==> src/design/stlb_pkg.sv <==
// Shared types and constants of the server table load balancer.
package stlb_pkg;

   localparam int OpWidth = 3;
   localparam int IdWidth = 16;
   localparam int ChanWidth = 8;
   localparam int LoadWidth = 10;
   localparam int CpuWidth = 7;
   localparam int StatusWidth = 2;
   localparam int CodeWidth = 2;
   localparam int TimeWidth = 32;
   localparam int TimeoutWidth = 16;
   localparam int PolicyWidth = 2;

   typedef enum logic [OpWidth-1:0] {
      OP_SELECT     = 3'd0,
      OP_REGISTER   = 3'd1,
      OP_UNREGISTER = 3'd2,
      OP_UPDATE     = 3'd3,
      OP_SET_STATUS = 3'd4,
      OP_ASSIGN     = 3'd5,
      OP_RELEASE    = 3'd6,
      OP_TICK       = 3'd7
   } op_type;

   typedef enum logic [StatusWidth-1:0] {
      ST_ONLINE     = 2'd0,
      ST_OFFLINE    = 2'd1,
      ST_MAINT      = 2'd2,
      ST_OVERLOADED = 2'd3
   } status_type;

   typedef enum logic [CodeWidth-1:0] {
      RC_OK       = 2'd0,
      RC_NONE     = 2'd1,
      RC_FULL     = 2'd2,
      RC_RESERVED = 2'd3
   } code_type;

   localparam logic [PolicyWidth-1:0] POL_ROUND_ROBIN = 2'd0;
   localparam logic [PolicyWidth-1:0] POL_CHANNEL     = 2'd2;

   localparam logic [1:0] CSR_POLICY   = 2'd0;
   localparam logic [1:0] CSR_CAPACITY = 2'd1;
   localparam logic [1:0] CSR_TIMEOUT  = 2'd2;
   localparam logic [1:0] CSR_CPU      = 2'd3;

   // One table row as stored in the memory.
   typedef struct packed {
      logic [IdWidth-1:0]   srv_id;
      logic [ChanWidth-1:0] channel;
      status_type           status;
      logic [LoadWidth-1:0] load;
      logic [LoadWidth-1:0] capacity;
      logic [TimeWidth-1:0] heartbeat;
   } entry_type;

endpackage

==> src/design/server_table_load_balancer_core.sv <==
// Top level: server table in one memory, walked by a read-modify-write sequencer.
//
//  channel | direction | beat content
//  req_    | in        | tdata = operation, server id, channel, players, cpu, new_status
//  rsp_    | out       | tdata = chosen_server, result_code
//  csr_    | in        | wen, index, wdata (register write, no read-back)
//
// Every request but register walks the table one slot a cycle through the single memory
// read port; select in channel mode may walk it twice, the second time over all rows.
// Round robin first folds a rotation pointer left past the end back into the table,
// one table size at a time. Unregister compacts in the same pass.
// Reset is synchronous: it clears count, rotation pointer and time and sets the
// registers to their defaults; the memory needs no clearing. The response waits in
// an output register; the next request is taken only after it leaves.
module server_table_load_balancer_core #(
   parameter int TABLE_SLOTS = 16
) (
   input  logic        clock,
   input  logic        reset,
   input  logic        req_tvalid,
   output logic        req_tready,
   // [2:0] operation, [18:3] server id, [26:19] channel, [36:27] players,
   // [43:37] cpu_percent, [45:44] new_status, [47:46] zero
   input  logic [47:0] req_tdata,
   output logic        rsp_tvalid,
   input  logic        rsp_tready,
   // [15:0] chosen_server, [17:16] result_code, [23:18] zero
   output logic [23:0] rsp_tdata,
   input  logic        csr_wen,
   input  logic [1:0]  csr_index,
   input  logic [15:0] csr_wdata
);
   import stlb_pkg::*;

   localparam int IW = (TABLE_SLOTS > 1) ? $clog2(TABLE_SLOTS) : 1;
   localparam int CW = $clog2(TABLE_SLOTS + 1);

   typedef enum logic [4:0] {
      S_IDLE  = 5'b00001,
      S_READ  = 5'b00010,
      S_SCAN  = 5'b00100,
      S_FIN   = 5'b01000,
      S_RESP  = 5'b10000
   } state_type;

   entry_type mem [TABLE_SLOTS];
   entry_type rd_q;

   state_type state_ff, state_in;
   logic [PolicyWidth-1:0] policy_ff;
   logic [LoadWidth-1:0] cap_ff;
   logic [TimeoutWidth-1:0] timeout_ff;
   logic [CpuWidth-1:0] cpuovl_ff;
   logic [CW-1:0] count_ff, count_in;
   logic [IW-1:0] rot_ff, rot_in;
   logic [TimeWidth-1:0] time_ff, time_in;

   op_type op_ff;
   logic [IdWidth-1:0] id_ff;
   logic [ChanWidth-1:0] ch_ff;
   logic [LoadWidth-1:0] pc_ff;
   logic [CpuWidth-1:0] cpu_ff;
   status_type ns_ff;

   // scan control
   logic [CW-1:0] k_ff, k_in;           // issued reads
   logic [CW-1:0] done_ff, done_in;     // rows seen
   logic [IW-1:0] raddr_ff, raddr_in;   // next read address
   logic [IW-1:0] cur_ff, cur_in;       // address of row in rd_q
   logic [CW-1:0] wptr_ff, wptr_in;     // compaction write pointer
   logic pass2_ff, pass2_in;            // channel fallback pass
   logic found_ff, found_in;
   logic [LoadWidth-1:0] bload_ff, bload_in;
   logic [IdWidth-1:0] bid_ff, bid_in;

   logic [IdWidth-1:0] out_id_ff, out_id_in;
   code_type out_code_ff, out_code_in;

   logic we;
   logic [IW-1:0] waddr;
   entry_type wdata;
   logic avail;
   logic [TimeWidth-1:0] elapsed;
   logic [13:0] pc10, cap9;

   assign req_tready = (state_ff == S_IDLE);
   assign rsp_tvalid = (state_ff == S_RESP);
   assign rsp_tdata = {6'd0, out_code_ff, out_id_ff};

   always_ff @(posedge clock) begin
      if (we) begin
         mem[waddr] <= wdata;
      end
      rd_q <= mem[raddr_ff];
   end

   always_ff @(posedge clock) begin
      if (reset) begin
         policy_ff <= 2'd1;
         cap_ff <= 10'd1000;
         timeout_ff <= 16'd30;
         cpuovl_ff <= 7'd90;
      end else if (csr_wen) begin
         unique case (csr_index)
            CSR_POLICY:   policy_ff <= csr_wdata[PolicyWidth-1:0];
            CSR_CAPACITY: cap_ff <= csr_wdata[LoadWidth-1:0];
            CSR_TIMEOUT:  timeout_ff <= csr_wdata[TimeoutWidth-1:0];
            CSR_CPU:      cpuovl_ff <= csr_wdata[CpuWidth-1:0];
            default: ;
         endcase
      end
   end

   always_ff @(posedge clock) begin
      if (reset) begin
         state_ff <= S_IDLE;
         count_ff <= '0;
         rot_ff <= '0;
         time_ff <= '0;
      end else begin
         state_ff <= state_in;
         count_ff <= count_in;
         rot_ff <= rot_in;
         time_ff <= time_in;
      end
   end

   always_ff @(posedge clock) begin
      if (req_tvalid && req_tready) begin
         op_ff <= op_type'(req_tdata[2:0]);
         id_ff <= req_tdata[18:3];
         ch_ff <= req_tdata[26:19];
         pc_ff <= req_tdata[36:27];
         cpu_ff <= req_tdata[43:37];
         ns_ff <= status_type'(req_tdata[45:44]);
      end
      k_ff <= k_in;
      done_ff <= done_in;
      raddr_ff <= raddr_in;
      cur_ff <= cur_in;
      wptr_ff <= wptr_in;
      pass2_ff <= pass2_in;
      found_ff <= found_in;
      bload_ff <= bload_in;
      bid_ff <= bid_in;
      out_id_ff <= out_id_in;
      out_code_ff <= out_code_in;
   end

   assign avail = (rd_q.status == ST_ONLINE) && (rd_q.load < rd_q.capacity);
   assign elapsed = time_ff - rd_q.heartbeat;
   assign pc10 = {1'b0, pc_ff, 3'd0} + {3'd0, pc_ff, 1'b0};
   assign cap9 = {1'b0, rd_q.capacity, 3'd0} + {4'd0, rd_q.capacity};

   function automatic logic [IW-1:0] wrap_inc(input logic [IW-1:0] a, input logic [CW-1:0] n);
      logic [CW:0] s;
      s = {{(CW+1-IW){1'b0}}, a} + 1'b1;
      if (s >= {1'b0, n}) begin
         wrap_inc = '0;
      end else begin
         wrap_inc = s[IW-1:0];
      end
   endfunction

   always_comb begin
      logic hit;
      logic last;
      state_in = state_ff;
      count_in = count_ff;
      rot_in = rot_ff;
      time_in = time_ff;
      k_in = k_ff;
      done_in = done_ff;
      raddr_in = raddr_ff;
      cur_in = cur_ff;
      wptr_in = wptr_ff;
      pass2_in = pass2_ff;
      found_in = found_ff;
      bload_in = bload_ff;
      bid_in = bid_ff;
      out_id_in = out_id_ff;
      out_code_in = out_code_ff;
      we = 1'b0;
      waddr = cur_ff;
      wdata = rd_q;
      hit = 1'b0;
      last = 1'b0;

      unique case (state_ff)
         S_IDLE: begin
            if (req_tvalid) begin
               state_in = S_READ;
            end
         end
         S_READ: begin
            // set up the walk
            k_in = '0;
            done_in = '0;
            wptr_in = '0;
            pass2_in = 1'b0;
            found_in = 1'b0;
            bload_in = '0;
            bid_in = '0;
            if (op_ff == OP_TICK) begin
               time_in = time_ff + 1'b1;
            end
            if (op_ff == OP_SELECT && policy_ff == POL_ROUND_ROBIN) begin
               raddr_in = rot_ff;
            end else begin
               raddr_in = '0;
            end
            if (op_ff == OP_REGISTER) begin
               state_in = S_FIN;
            end else begin
               state_in = S_SCAN;
            end
         end
         S_SCAN: begin
            if (k_ff > done_ff) begin
               // row at cur_ff is in rd_q
               done_in = done_ff + 1'b1;
               last = (done_ff + 1'b1 == count_ff);
               unique case (op_ff)
                  OP_SELECT: begin
                     if (policy_ff == POL_ROUND_ROBIN) begin
                        if (avail && !found_ff) begin
                           found_in = 1'b1;
                           bid_in = rd_q.srv_id;
                           rot_in = wrap_inc(cur_ff, count_ff);
                           hit = 1'b1;
                        end
                     end else begin
                        if (avail && (pass2_ff || policy_ff != POL_CHANNEL
                                      || rd_q.channel == ch_ff)
                            && (!found_ff || rd_q.load < bload_ff)) begin
                           found_in = 1'b1;
                           bload_in = rd_q.load;
                           bid_in = rd_q.srv_id;
                        end
                     end
                  end
                  OP_UNREGISTER: begin
                     if (rd_q.srv_id == id_ff) begin
                        found_in = 1'b1;
                     end else begin
                        we = 1'b1;
                        waddr = wptr_ff[IW-1:0];
                        wptr_in = wptr_ff + 1'b1;
                     end
                  end
                  OP_TICK: begin
                     if ((rd_q.status == ST_ONLINE || rd_q.status == ST_OVERLOADED)
                         && elapsed > {16'd0, timeout_ff}) begin
                        we = 1'b1;
                        wdata.status = ST_OFFLINE;
                     end
                  end
                  default: begin
                     // lookup by id, first match
                     if (rd_q.srv_id == id_ff) begin
                        hit = 1'b1;
                        found_in = 1'b1;
                        unique case (op_ff)
                           OP_UPDATE: begin
                              we = 1'b1;
                              wdata.load = pc_ff;
                              wdata.heartbeat = time_ff;
                              if (pc10 >= cap9 || cpu_ff >= cpuovl_ff) begin
                                 wdata.status = ST_OVERLOADED;
                              end else if (rd_q.status == ST_OVERLOADED) begin
                                 wdata.status = ST_ONLINE;
                              end
                           end
                           OP_SET_STATUS: begin
                              we = 1'b1;
                              wdata.status = ns_ff;
                           end
                           OP_ASSIGN: begin
                              we = avail;
                              found_in = avail;
                              wdata.load = rd_q.load + 1'b1;
                           end
                           OP_RELEASE: begin
                              we = (rd_q.load != '0);
                              wdata.load = rd_q.load - 1'b1;
                           end
                           default: ;
                        endcase
                     end
                  end
               endcase
               if (hit || last) begin
                  if (!hit && op_ff == OP_SELECT && policy_ff == POL_CHANNEL
                      && !pass2_ff && !found_in) begin
                     // restart as plain least loaded
                     pass2_in = 1'b1;
                     k_in = '0;
                     done_in = '0;
                     raddr_in = '0;
                  end else begin
                     state_in = S_FIN;
                  end
               end else if (k_ff < count_ff) begin
                  cur_in = raddr_ff;
                  raddr_in = wrap_inc(raddr_ff, count_ff);
                  k_in = k_ff + 1'b1;
               end
            end else if (count_ff == '0) begin
               state_in = S_FIN;
            end else if (CW'(raddr_ff) >= count_ff) begin
               // fold a rotation start left past the end back into the table
               raddr_in = raddr_ff - count_ff[IW-1:0];
            end else begin
               // first read issue
               cur_in = raddr_ff;
               raddr_in = wrap_inc(raddr_ff, count_ff);
               k_in = k_ff + 1'b1;
            end
         end
         S_FIN: begin
            out_id_in = '0;
            out_code_in = RC_OK;
            unique case (op_ff)
               OP_SELECT: begin
                  if (found_ff) begin
                     out_id_in = bid_ff;
                  end else begin
                     out_code_in = RC_NONE;
                  end
               end
               OP_REGISTER: begin
                  if (count_ff >= CW'(TABLE_SLOTS)) begin
                     out_code_in = RC_FULL;
                  end else begin
                     we = 1'b1;
                     waddr = count_ff[IW-1:0];
                     wdata.srv_id = id_ff;
                     wdata.channel = ch_ff;
                     wdata.status = ST_ONLINE;
                     wdata.load = '0;
                     wdata.capacity = cap_ff;
                     wdata.heartbeat = time_ff;
                     count_in = count_ff + 1'b1;
                  end
               end
               OP_UNREGISTER: begin
                  if (!found_ff) begin
                     out_code_in = RC_NONE;
                  end
                  count_in = wptr_ff;
               end
               OP_TICK: ;
               default: begin
                  if (!found_ff) begin
                     out_code_in = RC_NONE;
                  end
               end
            endcase
            state_in = S_RESP;
         end
         S_RESP: begin
            if (rsp_tready) begin
               state_in = S_IDLE;
            end
         end
         default: state_in = S_IDLE;
      endcase
   end

endmodule

==> config.mk <==
export PLATFORM = sky130hd
export DESIGN_NAME = server_table_load_balancer_core
export DESIGN_NICKNAME = d
export VERILOG_FILES = /design/src/design/stlb_pkg.sv /design/src/design/server_table_load_balancer_core.sv
export SDC_FILE = /design/constraint.sdc
export NUM_CORES = 2
export LEC_CHECK = 0
export BUFFER_PORTS_ARGS = -buffer_cell sky130_fd_sc_hd__buf_2
export CAP_MARGIN = 10
export CORE_ASPECT_RATIO = 0.9
export CORE_MARGIN = 10
export CORE_UTILIZATION = 55
export DETAILED_ROUTE_END_ITERATION = 8
export GPL_ROUTABILITY_DRIVEN = 0
export PLACE_DENSITY = 0.77
export SKIP_LAST_GASP = 1
export SYNTH_ARGS = -nofsm -noshare
export SYNTH_HDL_FRONTEND = slang
export SYNTH_SLANG_ARGS = --single-unit
==> constraint.sdc <==
create_clock -name clock -period 10.8 [get_ports clock]
set_clock_uncertainty 0.1 [all_clocks]
set_input_delay 0.54 -clock clock [delete_from_list [all_inputs] [get_ports clock]]
set_output_delay 0.54 -clock clock [all_outputs]
set_load 0.03 [all_outputs]
; ---- After elaboration in Yosys (flattened, before gate mapping)
; Memory sizes are Yosys's and may differ from the RTL's. A register that Yosys moved wholly into a read port is not among the register bits.
; Cells that the tools add are included.
[word_totals]
regBits = 196
ramBits = 1248
inputBits = 71
output_inout_bits = 26
word_cells = 256
mem_count = 1
[classes]
n_addsub = 13
n_lt_le_gt_ge = 11
eq_ne = 45
n_mux = 111
n_reduce_logical = 50
[memory_table]
columns = name, words, word_bits, rd, rd_ports_with_merged_regs, write_ports, line_no
row1 = mem, 16, 78, 1, 1, 1, server_table_load_balancer_core.sv:46  ; entry_type mem [TABLE_SLOTS];
[op_table]
columns = op, count
row1 = 78-bit 2-to-1 mux, 2
row2 = 32-bit 2-to-1 mux, 4
row3 = 5-bit 2-to-1 mux, 19
row4 = 16-bit 2-to-1 mux, 5
row5 = 4-bit 2-to-1 mux, 20
row6 = 32-bit case mux with 2 select lines, 1
row7 = 10-bit 2-to-1 mux, 6
row8 = 5-bit case mux with 2 select lines, 4
row9 = "32-bit by 1-bit adder with 32-bit output, second input constant", 1
row10 = 32-bit by 16-bit > comparator with 1-bit output, 1
row11 = 16-bit case mux with 2 select lines, 1
row12 = 32-bit subtractor, 1
row13 = 10-bit case mux with 3 select lines, 1
row14 = 5-bit AND reduction, 6
row15 = "2-bit inequality test, second input constant", 14
row16 = 1-bit 2-to-1 mux, 26
row17 = 5-bit case mux with 5 select lines, 1
row18 = 12-bit 2-to-1 mux, 2
row19 = 24-bit 2-to-1 mux, 1
row20 = 12-bit case mux with 2 select lines, 1
row21 = "3-bit inequality test, second input constant", 7
row22 = "5-bit by 1-bit adder with 5-bit output, second input constant", 4
row23 = 10-bit less-than comparator, 2
row24 = 10-bit case mux with 2 select lines, 1
row25 = other kinds (46), 99

; ---- Longest topological paths before layout
[depth]
ltp_word = 17
ltp_mapped = 21
ltp_nobuf = 20

; ---- Least setup slack after synthesis
; No wires, ideal clock.
[synth_timing]
path_kind = register to register
from = register time_ff[0]
to = memory mem[4][0] in the netlist's numbering, enable pin
setup_ps = 630
arrival_time_ps = 9292
required_ps = 10070
setup_slack_ps = 778
stages_incl_launch_ff = 21
n_path_buf = 1
period_less_slack_ps = 10022
cell_sequence = dfxtp_1 inv_1 ha_1 fa_1 nand2b_1 a21oi_1 nor2_1 o21ai_0 a21boi_0 o31ai_1 xor2_1 ha_1 nand4_1 a2111oi_0 a211oi_1 o21ai_0 nor4_1 nand4_1 o21ai_2 buf_2 a211oi_1
[synth_via]
elab_chain_len = 9
[synth_rtl]
columns = item, line_no
row1 = "start, declared", server_table_load_balancer_core.sv:56  ; logic [TimeWidth-1:0] time_ff, time_in;
row2 = "start signal, assigned", server_table_load_balancer_core.sv:124  ; time_ff <= time_in;
row3 = 32-bit subtractor, server_table_load_balancer_core.sv:151  ; assign elapsed = time_ff - rd_q.heartbeat;
row4 = 32-bit by 16-bit > comparator with 1-bit output, server_table_load_balancer_core.sv:253  ; && elapsed > {16'd0, timeout_ff}) begin
row5 = 1-bit logical AND, server_table_load_balancer_core.sv:253
row6 = 1-bit 2-to-1 mux, server_table_load_balancer_core.sv:252  ; if ((rd_q.status == ST_ONLINE || rd_q.status == ST_OVERLOADED)
row7 = 1-bit case mux with 3 select lines, server_table_load_balancer_core.sv:223  ; unique case (op_ff)
row8 = 1-bit 2-to-1 mux, server_table_load_balancer_core.sv:219  ; if (k_ff > done_ff) begin
row9 = 1-bit case mux with 2 select lines, server_table_load_balancer_core.sv:189  ; unique case (state_ff)
row10 = 1-bit 2-to-1 mux, server_table_load_balancer_core.sv:91  ; if (we) begin
row11 = 1-bit 2-to-1 mux (not written as such), server_table_load_balancer_core.sv:92  ; mem[waddr] <= wdata;
row12 = "end, declared", server_table_load_balancer_core.sv:46
; Every way passes these cells.

; ---- Final worst setup path
[layout_timing]
from = register time_ff[0]
to = memory mem[2][19] in the netlist's numbering, enable pin
; Same word-level chain as after synthesis.

==> reports/metrics.cfg <==
[run_status]
outcome = completed

[setup_path]
crit_fanout = 48
endpoint_kind = flip-flop
cpPeakStageDelay_ns = 0.83
cp_data_arrival_time_ns = 7.63
critPathRequiredTime_ns = 11.06
crit_type = flip-flop to flip-flop
slowest_stage = buf_4
cp-start-kind = flip-flop
crit_path_cell_trace = inv_1 -> ha_1 -> fa_1 -> nand2b_1 -> a21oi_1 -> nor2_1 -> o21ai_0 -> a21boi_0 -> o31ai_1 -> xor2_1 -> ha_1 -> nand4_1 -> a2111oi_0 -> a211oi_1 -> o21ai_0 -> nor4_1 -> nand4_1 -> o21ai_4 -> a211oi_4 -> buf_4 -> buf_4

[clock_network]
cts.sinks = 1522
cts_tree = yes
cts_resized = 0
cts_hold_buffers = 63
clk_pin_slew_ns = 0.06
htreeDepth = 4
clock_latency_ns = 0.79
ctsLongestPathBuffers = 3
cts_buffers = 147
postCtsSetupRepairBufs = 0
cts_root_buf = clkbuf_16

[placement]
io_buffers = 88
hpwlAfterDp_um = 77800
postPlaceCellArea_um2 = 65500

[die]
rows = 117
start_util = 0.554
ios = 97
core_um2 = 113000
die-area_um2 = 128000
die_x_um = 376
die_h_um = 341

[layout]
syn_to_final_growth_pct = 13.0
final_area_um2 = 70900
diodes = 0
fin_nets = 3948
n_fill_cell = 7622
layout-drive-gt1-share = 0.224

[pwr]
ir_drop_uv = 155
p_switching_w = 0.00252
p_leak_nw = 23.8
switching_share = 0.210
power_density_nw_per_um2 = 169
internal-power_w = 0.00950
p_seq_frac = 0.537
clkPwrFrac = 0.426
combPwrFrac = 0.036

[grt]
grt_max_degree = 149
track_usage = 0.226
grt_pass1_wl_um = 219000
grt_pass1_vias = 34200
antenna_found_initial = 8
grt.overflow.total = 0

[yosys]
avgSynthCellArea_um2 = 18.0
synth_warnings = 0
ys_seq_area_frac = 0.702
synth.area.top_cells = edfxtp_1 65%, mux4_2 14%, dfxtp_1 5.1%, ha_1 2.8%, nand2_1 1.2%
synthCells = 3485
yosysTopAreaCell = edfxtp_1
synth_edf_count = 1363
synth_most_common_cell = edfxtp_1
async_reset_ff_frac = 0
synth_seq_cells = 1522
synth_commonest_cells = 1363 x edfxtp_1, 390 x mux4_2, 195 x nand2_1, 159 x dfxtp_1, 142 x ha_1
ys_types = 78
synth_top_area_frac = 0.652
netlist_area_um2 = 62800
ys.flop_type = edfxtp_1

[drt]
drt-total-wl_um = 144000
drtPass1Iterations = 6
antenna_left = 0
viasPerCell = 6.28
drt_iter0_drc = 3863
route.detailed.drc = 0
wl_per_cell_um = 27.0
vias = 33600

[timing]
period_minus_slack_ns = 7.37
setup_tns_ns = 0
period_share = 0.683
fmax_mhz = 136
grt_setup_unrepaired = no
hold_viol_final = 0
worstMarginPinSlew_ns = 1.24
maxSlewViolCount = 0
setup_viol = 0
slew_headroom = 0.171

[hold_path]
hold_path.class = input port to flip-flop

[job]
maxCapViolCount = 0

[worst max-delay path: cells and delay by family, from the launching register on]
kind                     cells  cell delay [ns]
flip-flops                   1             0.47
AO/OA/AOI/OAI                9             2.94
AND/OR/NAND/NOR              5             0.87
adder cells (fa/ha/maj)      3             0.94
buffers and inverters        3             1.47
XOR/XNOR                     1             0.14
[area by class of cell]
type	instances	area (µm²)	area share
tap	1487	1860	0.0262
clock inverter	77	848	0.0120
clock buffer	197	3990	0.0562
inverter	124	465	0.00656
sequential	1522	44100	0.622
timing repair buffer	244	1820	0.0256
multi-input combinational	1691	17900	0.252
[layout by cell type, fill, tap and decap left out, drive strengths merged, types with 48 or more instances in the layout]
cell            n
dlygate4sd3    63
clkbuf        198
o21ai          94
xor2           69
ha            142
a21oi         124
nor2          127
nand2         196
edfxtp       1363
xnor2          48
dfxtp         159
mux4          390
clkinv         53
buf           180
inv           130
[worst paths after layout]
check | from | endpoint | slack, ns | depth (start not counted)
worst min register to register | timeout_ff[15] | timeout_ff[15] | 0.36 | 2
worst max-delay path | time_ff[0] | mem[2][19] | 3.43 | 21
worst max register to register | time_ff[0] | mem[2][19] | 3.43 | 21
worst min-delay path | req_tdata[37] | cpu_ff[0] | 0.03 | 1
[power by group through the flow]
stage / logic [W] / clock network, W / registers [W]
floorplan: 0.000294 / 0 / 0.00656
global placement: 0.000401 / 0 / 0.00658
detailed placement: 0.000412 / 0 / 0.00658
CTS: 0.000437 / 0.00520 / 0.00646
global route: 0.000483 / 0.00542 / 0.00646
finish: 0.000438 / 0.00512 / 0.00646
[metrics by stage]
step / hold WS, ns / std cells / utilization / total power, W / setup WS [ns]
after floorplan: 0.332 / 3490 / - / 0.00686 / 0.778
after global placement: 0.341 / 5003 / 0.578 / 0.00698 / 3.49
after detailed placement: 0.348 / 5003 / 0.578 / 0.00699 / 3.39
after CTS: 0.0151 / 5340 / 0.626 / 0.0121 / 3.33
after global routing: 0.0298 / 5342 / 0.626 / 0.0124 / 2.84
final: 0.0306 / 5342 / 0.626 / 0.0120 / 3.43
[logic make-up after synthesis]
logic type,count (synthesis),synth area share
DFF,1522,0.702
xor gates and xnor gates,117,0.0163
other,1,0.0000597
muxes,433,0.147
buffers and inverters,277,0.0173
adders and majority gates,147,0.0299
AOI/OAI and AO/OA,404,0.0408
and+or+nand+nor,584,0.0458
[state kept, by name (all words and copies together) (netlist names), 3 cells and up]
name and cells:
cpu_ff 7, bload_ff 10, out_id_ff 16, done_ff 5, mem 1248, rot_ff 4
time_ff 32, timeout_ff 16, pc_ff 10, rd_q 78, count_ff 5, cap_ff 10
raddr_ff 4, state_ff 5, wptr_ff 5, ch_ff 8, op_ff 3, cur_ff 4
k_ff 5, cpuovl_ff 7, bid_ff 16, id_ff 16
[metal layers]
| layer | vias up | track usage | part of all wire |
|---|---|---|---|
| met4 | 6 | 0.0636 | 0.022 |
| met2 | 1617 | 0.365 | 0.49 |
| met3 | 236 | 0.0497 | 0.092 |
| li1 | 14400 | - | - |
| met1 | 17300 | 0.312 | 0.40 |
| met5 | - | 0 | 0.00028 |
Note: power is estimated with default switching activity, not from simulation.
